[src/rtl/core/i2c_bit_level_master_unit_defines.svh]
// Assertion macros for the I2C bit-level master unit.
`ifndef I2C_BIT_LEVEL_MASTER_UNIT_DEFINES_SVH
`define I2C_BIT_LEVEL_MASTER_UNIT_DEFINES_SVH

`ifndef SYNTHESIS
`define I2CM_ASSERT_IMPL(label, clk, rst, ante, cons) \
  label: assert property (@(posedge clk) disable iff (rst) (ante) |-> (cons)) \
    else $error("i2cm assertion failed");
`define I2CM_ASSERT_NEXT(label, clk, rst, ante, cons) \
  label: assert property (@(posedge clk) disable iff (rst) (ante) |=> (cons)) \
    else $error("i2cm assertion failed");
`else
`define I2CM_ASSERT_IMPL(label, clk, rst, ante, cons)
`define I2CM_ASSERT_NEXT(label, clk, rst, ante, cons)
`endif

`endif

[src/rtl/core/i2cm_pkg.sv]
package i2cm_pkg;

  localparam logic [2:0] CMD_START     = 3'd0;
  localparam logic [2:0] CMD_STOP      = 3'd1;
  localparam logic [2:0] CMD_WRITE     = 3'd2;
  localparam logic [2:0] CMD_READ_ACK  = 3'd3;
  localparam logic [2:0] CMD_READ_NACK = 3'd4;
  localparam logic [2:0] CMD_POLL      = 3'd5;
  localparam logic [2:0] CMD_POLL_BODY = 3'd6;

  localparam logic [7:0] TOP_BIT = 8'h80;

  typedef struct packed {
    logic       cmd_valid;
    logic [2:0] mode;
    logic [7:0] tx_byte;
    logic       sda_in;
  } req_t;

  typedef struct packed {
    logic       scl_out;
    logic       sda_out;
    logic       sda_drive;
    logic       busy_res;
    logic       done_res;
    logic [7:0] rx_byte;
    logic       poll_nack;
  } rsp_t;

  typedef struct packed {
    logic [4:0] phase;
    logic [2:0] cmd;
    logic [7:0] shift_byte;
    logic       scl_level;
    logic       sda_level;
    logic       sda_enable;
    logic       ack_seen;
  } state_t;

  function automatic logic [1:0] mod3(input logic [4:0] v);
    logic [4:0] r;
    r = v;
    if (r >= 5'd24) r = r - 5'd24;
    if (r >= 5'd12) r = r - 5'd12;
    if (r >= 5'd6) r = r - 5'd6;
    if (r >= 5'd3) r = r - 5'd3;
    return r[1:0];
  endfunction

endpackage

[src/rtl/core/i2cm_step.sv]
module i2cm_step (
  input  i2cm_pkg::state_t st,
  input  i2cm_pkg::req_t   req,
  output i2cm_pkg::state_t st_next,
  output i2cm_pkg::rsp_t   rsp_next
);
  import i2cm_pkg::*;

  state_t     n;
  logic       run;
  logic       last;
  logic [4:0] idx;
  logic       do_bit;
  logic       do_start;
  logic       do_stop;
  logic [4:0] sidx;

  always_comb begin
    n        = st;
    run      = 1'b0;
    last     = 1'b0;
    idx      = '0;
    do_bit   = 1'b0;
    do_start = 1'b0;
    do_stop  = 1'b0;
    sidx     = '0;
    rsp_next = '0;

    if (st.phase != 5'd0) begin
      idx = st.phase - 5'd1;
      run = 1'b1;
    end else if (req.cmd_valid && req.mode <= CMD_POLL) begin
      n.cmd        = req.mode;
      n.shift_byte = (req.mode == CMD_WRITE || req.mode == CMD_POLL) ? req.tx_byte : 8'd0;
      if (req.mode == CMD_POLL) n.ack_seen = 1'b0;
      run = 1'b1;
    end

    if (run) begin
      unique case (n.cmd)
        CMD_START, CMD_POLL: begin
          do_start = 1'b1;
          sidx     = idx;
        end
        CMD_STOP: begin
          do_stop = 1'b1;
          sidx    = idx;
        end
        CMD_WRITE: begin
          if (idx < 5'd24) begin
            do_bit = 1'b1;
          end else begin
            unique case (idx)
              5'd24: begin
                n.sda_level  = 1'b0;
                n.sda_enable = 1'b1;
              end
              5'd25: n.scl_level = 1'b1;
              5'd26: begin
                n.scl_level = 1'b0;
                last        = 1'b1;
              end
              default: last = 1'b1;
            endcase
          end
        end
        CMD_READ_ACK, CMD_READ_NACK: begin
          if (idx == 5'd0) begin
            n.sda_enable = 1'b0;
            n.sda_level  = 1'b1;
          end else if (idx <= 5'd16) begin
            if (idx[0]) begin
              n.scl_level  = 1'b1;
              n.shift_byte = {n.shift_byte[6:0], req.sda_in};
            end else begin
              n.scl_level = 1'b0;
            end
          end else begin
            unique case (idx)
              5'd17: begin
                n.sda_level  = (n.cmd == CMD_READ_NACK);
                n.sda_enable = 1'b1;
              end
              5'd18: n.scl_level = 1'b1;
              5'd19: begin
                n.scl_level = 1'b0;
                last        = 1'b1;
              end
              default: last = 1'b1;
            endcase
          end
        end
        CMD_POLL_BODY: begin
          if (idx < 5'd24) begin
            do_bit = 1'b1;
          end else if (idx == 5'd24) begin
            n.sda_enable = 1'b0;
            n.sda_level  = 1'b1;
          end else if (idx == 5'd25) begin
            n.scl_level = 1'b1;
            n.ack_seen  = req.sda_in;
          end else begin
            do_stop = 1'b1;
            sidx    = idx - 5'd26;
          end
        end
        default: last = 1'b1;
      endcase

      if (do_bit) begin
        unique case (mod3(idx))
          2'd0: begin
            n.sda_level  = |(n.shift_byte & TOP_BIT);
            n.sda_enable = 1'b1;
          end
          2'd1: n.scl_level = 1'b1;
          default: begin
            n.scl_level  = 1'b0;
            n.shift_byte = {n.shift_byte[6:0], 1'b0};
          end
        endcase
      end

      if (do_start) begin
        unique case (sidx)
          5'd0: begin
            n.scl_level  = 1'b1;
            n.sda_enable = 1'b1;
          end
          5'd1: n.sda_level = 1'b1;
          5'd2: n.sda_level = 1'b0;
          5'd3: begin
            n.scl_level = 1'b0;
            last        = 1'b1;
          end
          default: last = 1'b1;
        endcase
      end

      if (do_stop) begin
        unique case (sidx)
          5'd0: begin
            n.scl_level  = 1'b0;
            n.sda_enable = 1'b1;
          end
          5'd1: n.sda_level = 1'b0;
          5'd2: n.scl_level = 1'b1;
          5'd3: begin
            n.sda_level = 1'b1;
            last        = 1'b1;
          end
          default: last = 1'b1;
        endcase
      end

      rsp_next.busy_res = 1'b1;
      if (last && n.cmd == CMD_POLL && idx == 5'd3) begin
        n.cmd   = CMD_POLL_BODY;
        n.phase = 5'd1;
      end else if (last) begin
        rsp_next.done_res = 1'b1;
        if (n.cmd == CMD_READ_ACK || n.cmd == CMD_READ_NACK) rsp_next.rx_byte = n.shift_byte;
        if (n.cmd == CMD_POLL_BODY) rsp_next.poll_nack = n.ack_seen;
        n.phase = 5'd0;
      end else begin
        n.phase = idx + 5'd2;
      end
    end

    rsp_next.scl_out   = n.scl_level;
    rsp_next.sda_out   = n.sda_level;
    rsp_next.sda_drive = n.sda_enable;
    st_next            = n;
  end

endmodule

[src/rtl/core/i2c_bit_level_master_unit.sv]
// I2C bit-level master. Each request is one bus tick (optional command, byte,
// sampled SDA); each produces exactly one response with the pin levels for that
// tick plus busy/done and, on a done tick, the read byte or the poll NACK bit.
// One request is taken per clock. Its response passes from the input register
// through the combinational step logic into the response register, where it
// waits to be accepted. A stalled response holds the input register, which
// then stalls requests.
// Commands offered while a sequence is running are ignored.
`include "i2c_bit_level_master_unit_defines.svh"

module i2c_bit_level_master_unit (
  input  logic            clk,
  input  logic            rst,
  input  logic            req_valid,
  output logic            req_ready,
  input  i2cm_pkg::req_t  req_data,
  output logic            rsp_valid,
  input  logic            rsp_ready,
  output i2cm_pkg::rsp_t  rsp_data
);
  import i2cm_pkg::*;

  logic   in_vld;
  req_t   in_q;
  state_t st;
  state_t st_next;
  rsp_t   rsp_next;
  logic   adv;

  assign adv       = in_vld && (!rsp_valid || rsp_ready);
  assign req_ready = !in_vld || adv;

  i2cm_step u_step (
    .st       (st),
    .req      (in_q),
    .st_next  (st_next),
    .rsp_next (rsp_next)
  );

  always_ff @(posedge clk) begin
    if (rst) begin
      in_vld <= 1'b0;
    end else if (req_ready) begin
      in_vld <= req_valid;
    end
  end

  always_ff @(posedge clk) begin
    if (req_ready && req_valid) begin
      in_q <= req_data;
    end
  end

  always_ff @(posedge clk) begin
    if (rst) begin
      st.phase      <= 5'd0;
      st.cmd        <= CMD_START;
      st.shift_byte <= 8'd0;
      st.scl_level  <= 1'b1;
      st.sda_level  <= 1'b1;
      st.sda_enable <= 1'b1;
      st.ack_seen   <= 1'b0;
    end else if (adv) begin
      st <= st_next;
    end
  end

  always_ff @(posedge clk) begin
    if (rst) begin
      rsp_valid <= 1'b0;
    end else if (adv) begin
      rsp_valid <= 1'b1;
    end else if (rsp_ready) begin
      rsp_valid <= 1'b0;
    end
  end

  always_ff @(posedge clk) begin
    if (adv) begin
      rsp_data <= rsp_next;
    end
  end

  `I2CM_ASSERT_IMPL(a_done_busy, clk, rst, rsp_valid && rsp_data.done_res, rsp_data.busy_res)
  `I2CM_ASSERT_IMPL(a_rx_on_done, clk, rst, rsp_valid && rsp_data.rx_byte != 8'd0, rsp_data.done_res)
  `I2CM_ASSERT_IMPL(a_nack_on_done, clk, rst, rsp_valid && rsp_data.poll_nack, rsp_data.done_res)
  `I2CM_ASSERT_IMPL(a_idle_drives, clk, rst, rsp_valid && !rsp_data.busy_res, rsp_data.sda_drive)
  `I2CM_ASSERT_NEXT(a_done_idle, clk, rst, adv && rsp_next.done_res, st.phase == 5'd0)

endmodule
[config.mk]
export PLATFORM = sky130hd
export DESIGN_NAME = i2c_bit_level_master_unit
export DESIGN_NICKNAME = d
export VERILOG_FILES = /design/src/rtl/core/i2cm_pkg.sv /design/src/rtl/core/i2cm_step.sv /design/src/rtl/core/i2c_bit_level_master_unit.sv
export VERILOG_INCLUDE_DIRS = /design/src /design/src/rtl/core
export SDC_FILE = /design/constraint.sdc
export NUM_CORES = 1
export LEC_CHECK = 0
export CORE_MARGIN = 2
export CORE_UTILIZATION = 65
export CTS_BUF_LIST = sky130_fd_sc_hd__clkbuf_16
export CTS_CLUSTER_DIAMETER = 200
export DETAILED_ROUTE_END_ITERATION = 12
export DONT_BUFFER_PORTS = 1
export PLACE_DENSITY = 0.81
export SYNTH_ARGS = -nofsm -noshare
export SYNTH_HDL_FRONTEND = slang
export SYNTH_HIERARCHICAL = 1
export SYNTH_SLANG_ARGS = --single-unit
[constraint.sdc]
create_clock -name clk -period 10.05 [get_ports clk]
set_input_delay 0.5025 -clock clk [delete_from_list [all_inputs] [get_ports clk]]
set_output_delay 0.5025 -clock clk [all_outputs]
set_load 0.01 [all_outputs]
# Word-level counts from Yosys, hierarchy flattened
# Index checks and enable logic that the tools add are counted.
# Widths: inputs -> output; s select.
[word_totals]
reg_bits = 49
in_bits = 17
out_inout_bits = 16
wordCells = 180
[classes]
addsub = 7
magnitude_cmp = 7
n_eq_ne = 19
muxes = 93
bitwise = 4
reduce_logical = 30
[op_table]
columns = ["cell", "n"]
rows = [
  ["$mux 5", 16],
  ["$mux 8", 6],
  ["$mux 11", 4],
  ["$mux 1", 36],
  ["$eq 5x5->1 const B", 6],
  ["$mux 10", 2],
  ["$mux 2", 9],
  ["$mux 9", 2],
  ["$pmux 1 s2", 8],
  ["$eq 5x2->1 const B", 3],
  ["$mux 15", 1],
  ["$reduce_or 2->1", 7],
  ["$eq 3x3->1 const B", 4],
  ["$mux 3", 4],
  ["$reduce_or 4->1", 3],
  ["$logic_not 5->1", 2],
  ["$pmux 5 s2", 1],
  ["$sub 5x5->5 const B", 2],
  ["$eq 3x2->1 const B", 3],
  ["$pmux 3 s3", 1],
  ["$mux 4", 2],
  ["$reduce_or 3->1", 2],
  ["$add 5x2->5 const B", 1],
  ["$eq 5x1->1 const B", 1],
  ["23 further kinds", 34],
]

# Logic depth before layout (Yosys ltp)
[depth]
depth_word = 32
depth_mapped = 27
mapped_depth_nobuf = 24

# By module
# The synthesis kept the hierarchy.
[by_module_without_submodules]
columns = ["mod", "n_inst", "cells_each", "area_per_inst_um2", "seq_area_each_um2"]
rows = [
  ["i2cm_step", 1, 268, 1803.0, 0.0],
  ["i2c_bit_level_master_unit", 1, 124, 1800.5, 1251.2],
]

# Worst setup path after synthesis
# Ideal clock, no wire load.
[synth_path]
kind = "register -> register"
from = "reg, netlist name st[15]"
to = "reg, netlist name st[2]"
setup_time_ns = 0.120
arrival_ns = 5.226
required_ns = 9.930
setup_slack_ns = 4.705
path_stages_with_launch = 27
path_buffers = 4
period_less_slack_ns = 5.345
path_cell_list = "dfxtp_1 > buf_2 > inv_1 > ha_1 > nor3b_1 > nor2b_1 > clkbuf_1 > ha_1 > clkbuf_1 > xor2_4 > inv_2 > ha_1 > a21oi_2 > nand3_1 > o21ai_0 > ha_1 > nand2b_1 > or3_1 > o211a_1 > a221oi_4 > and2b_4 > mux2i_1 > mux2i_1 > o21ai_1 > buf_4 > nor2_1 > mux2i_1"

==> out/qor.tcl <==
set qor(post_route_cells_drive_above_1_share) 0.0873
set qor(final_min_period_over_clock_period) 0.603
set qor(cts_hold_repair.buffers) 0
set qor(synth_area_per_cell_um2) 9.19
set qor(hp-start) {rst}
set qor(num_vias) 2970
set qor(kind_of_start_point_of_the_critical_path) {flip-flop}
set qor(synthToLayoutAreaGrowth_pct) 2.47
set qor(worst_setup_hold_path_clk_slew_ps) 70
set qor(post-route-min-period_ps) 6060
set qor(grt_setup_unrepaired) {no}
set qor(grt_max_degree) 43
set qor(synth.cell_area_um2) 3600
set qor(netlist-cell-type-count) 72
set qor(setup_total_negative_slack_ps) 0
set qor(tritoncts_clock_tree) {done}
set qor(core_area_um2) 5440
set qor(criticalPathCategory) {reg2reg}
set qor(starting_utilization_of_the_core_area) 0.663
set qor(list_of_cells_traversed_by_the_critical_path) {inv_1 -> ha_1 -> nor3b_1 -> nor2b_1 -> ha_1 -> xor2_4 -> inv_2 -> ha_1 -> a21oi_2 -> nand3_1 -> o21ai_0 -> ha_1 -> nand2b_1 -> or3_1 -> o211a_1 -> a221oi_4 -> a21oi_2 -> nor4_4 -> mux2i_1 -> a21oi_1 -> nand2b_1 -> mux2i_1}
set qor(most_frequent_cells_in_the_layout) {42 x nor2_1, 40 x nand2b_1, 31 x mux2i_1}
set qor(synth_top_cells_by_area) {edfxtp_1 23%, dfxtp_1 12%, mux2i_1 8.6%}
set qor(worst-slew-pin-transition_ps) 1100
set qor(clock_tree.htree_level_count) 2
set qor(post_cts_resize_count) 0
set qor(first_pass_iters) 5
set qor(synth_sequential_area_ratio) 0.347
set qor(synth_top_area_share) 0.225
set qor(cts.repair_timing.setup_buffer_count) 0
set qor(power_share_of_the_combinational_group) 0.256
set qor(power_uw) 533
set qor(grt_antenna_before_repair) 0
set qor(route.detailed.wl_per_inst_um) 18.1
set qor(finalSetupViolCount) 0
set qor(cp.arrival_ps) 6180
set qor(r2r_start) {st[15]}
set qor(vdd.ir_drop.worst_uv) 145
set qor(dieHeight_um) 78.5
set qor(globalRouteTotalUtil) 0.275
set qor(setup_slack_ps) 3990
set qor(drv_slew) 0
set qor(cellInternalPower_uw) 365
set qor(synth_fp_nets) 419
set qor(floorplan.die_area_um2) 6160
set qor(ant_nets) 0
set qor(routability_congestion_estimate_from_global_placement) 0.993
set qor(crit_top_cell) {ha_1}
set qor(layout.cells.most_common) {nor2_1}
set qor(fmax_mhz) 165
set qor(postRouteWirelength_mm) 8.16
set qor(synth-main-ff-cell) {edfxtp_1}
set qor(detailedPlace.worstSlack_ps) 4100
set qor(postSynthCellCount) 392
set qor(dr.first_iter.drc_count) 302
set qor(numClockSinks) 49
set qor(clock_power_share) 0.316
set qor(status) {completed}
set qor(critPathSlowestCell) {ha_1}
set qor(place.detailed.hpwl_mm) 5.95
set qor(timing.critical_path.to_type) {flip-flop}
set qor(power-per-cell-area_nw_per_um2) 144
set qor(design.final.nets) 404
set qor(finalCoreUtilization) 0.679
set qor(avgViaCountPerCell) 6.60
set qor(cap_viol_max_count) 0
set qor(holdCritPathClass) {in2reg}
set qor(pin_count) 33
set qor(clk-insertion-delay-late_ps) 280
set qor(postSynthRegisterBits) 49
set qor(die_x_um) 78.5
set qor(synth_largest_area_cell) {edfxtp_1}
set qor(ys.warnings.count) 6
set qor(slew_headroom) 0.267
set qor(place.detailed.instances) 442
set qor(std_cell_rows) 27
set qor(path_max_fanout) 11
set qor(cts_buffer_depth) 2
set qor(p_sw_frac) 0.315
set qor(crit_start) {st[15]}
set qor(critical_path.max_stage_delay_ps) 650
set qor(share_of_synthesized_registers_carrying_an_async_set_or_reset) 0
set qor(io_buffer_count) 0
set qor(clock_skew_ps) 5.77
set qor(critical_path_required_ps) 10180
set qor(nFillCells) 421
set qor(power_switching_uw) 168
set qor(pwr-share-seq) 0.427
set qor(final-hold-violation-count) 0
set qor(first_pass_grt_wire_length_mm) 13.5
set qor(final_cell_count_no_fill) 450
set qor(leakage_nw) 1.36
set qor(antenna-diode-count) 0
set qor(synth_enable_flop_cells) 27
set qor(globalRouteOverflowTotal) 0
set qor(first_global_vias) 2655
set qor(cts_buffers) 5
set qor(cts.root.buffer_cell) {clkbuf_16}
set qor(detail_route.drc_violations) 0
[path summary, 6_finish.rpt]
check	end	slack, ps	depth (start not counted)
worst max-delay path	st[11]	3990	22
worst max register to register	st[11]	3990	22
worst min register to register	st[6]	480	2
worst min-delay path	in_vld	290	1
[routing by layer]
| layer | global-route usage | routed length, um | up-vias |
|---|---|---|---|
| met5 | 0 | 0 | - |
| met4 | 0.0614 | 121 | 0 |
| met3 | 0.0494 | 527 | 16 |
| met2 | 0.425 | 3670 | 138 |
| met1 | 0.404 | 3840 | 1414 |
| li1 | - | - | 1402 |
[worst max-delay path, delay by kind of cell, from the launching register on]
kind	cells	cell delay, ps
fa+ha+maj	4	1520
flops	1	510
xor+xnor	1	300
buf+inv	2	260
mux	2	400
compound gates	6	1100
simple gates	7	1790
[Yosys cell counts (4+ instances only)]
cell type  instances
a211oi_1           5
a21oi_1           22
and3_1            12
buf_2              4
buf_4              5
clkbuf_1           9
dfxtp_1           22
edfxtp_1          27
ha_1              10
inv_1             10
mux2i_1           31
nand2_1           19
nand2b_1          40
nand3_1           10
nor2_1            42
nor3_1            14
o21ai_0           11
o22ai_1            7
xnor2_1            4
[cell type report]
cell class,count,area (um^2),share of cell area
Multi-Input combinational cell,306,2140,0.579
Clock buffer,5,125,0.0339
Sequential cell,49,1250,0.339
Tap cell,72,90.1,0.0244
Timing Repair Buffer,1,7.51,0.00203
Inverter,14,52.6,0.0142
Clock inverter,3,26.3,0.00712
[through the flow]
stage	area (um^2)	hold WS, ps
floorplan	3600	446
global placement	3540	457
detailed placement	3540	460
CTS	3690	281
global route	3690	275
finish	3690	292
[cell families (layout without fill, tap and decap cells)]
kind of cell / after synthesis / count (layout) / synth area share
compound gates: 91 / 91 / 0.188
xor+xnor: 7 / 7 / 0.0222
fa+ha+maj: 10 / 10 / 0.0347
buf+inv: 37 / 23 / 0.0604
flops: 49 / 49 / 0.347
mux: 33 / 33 / 0.0924
simple gates: 165 / 165 / 0.255
[power groups by stage]
stage / Clock [mW] / Combinational [mW] / Sequential (mW)
6_report: 0.169 / 0.137 / 0.228
5_1_grt: 0.180 / 0.148 / 0.229
4_1_cts: 0.173 / 0.133 / 0.228
3_5_place_dp: 0 / 0.132 / 0.232
3_3_place_gp: 0 / 0.130 / 0.232
2_1_floorplan: 0 / 0.116 / 0.230
[registers in the layout, indices dropped and copies added (netlist names)]
signal	count
in_q	13
rsp_valid	1
in_vld	1
rsp_data	14
st	20
Power figures use the tool's default switching activity.
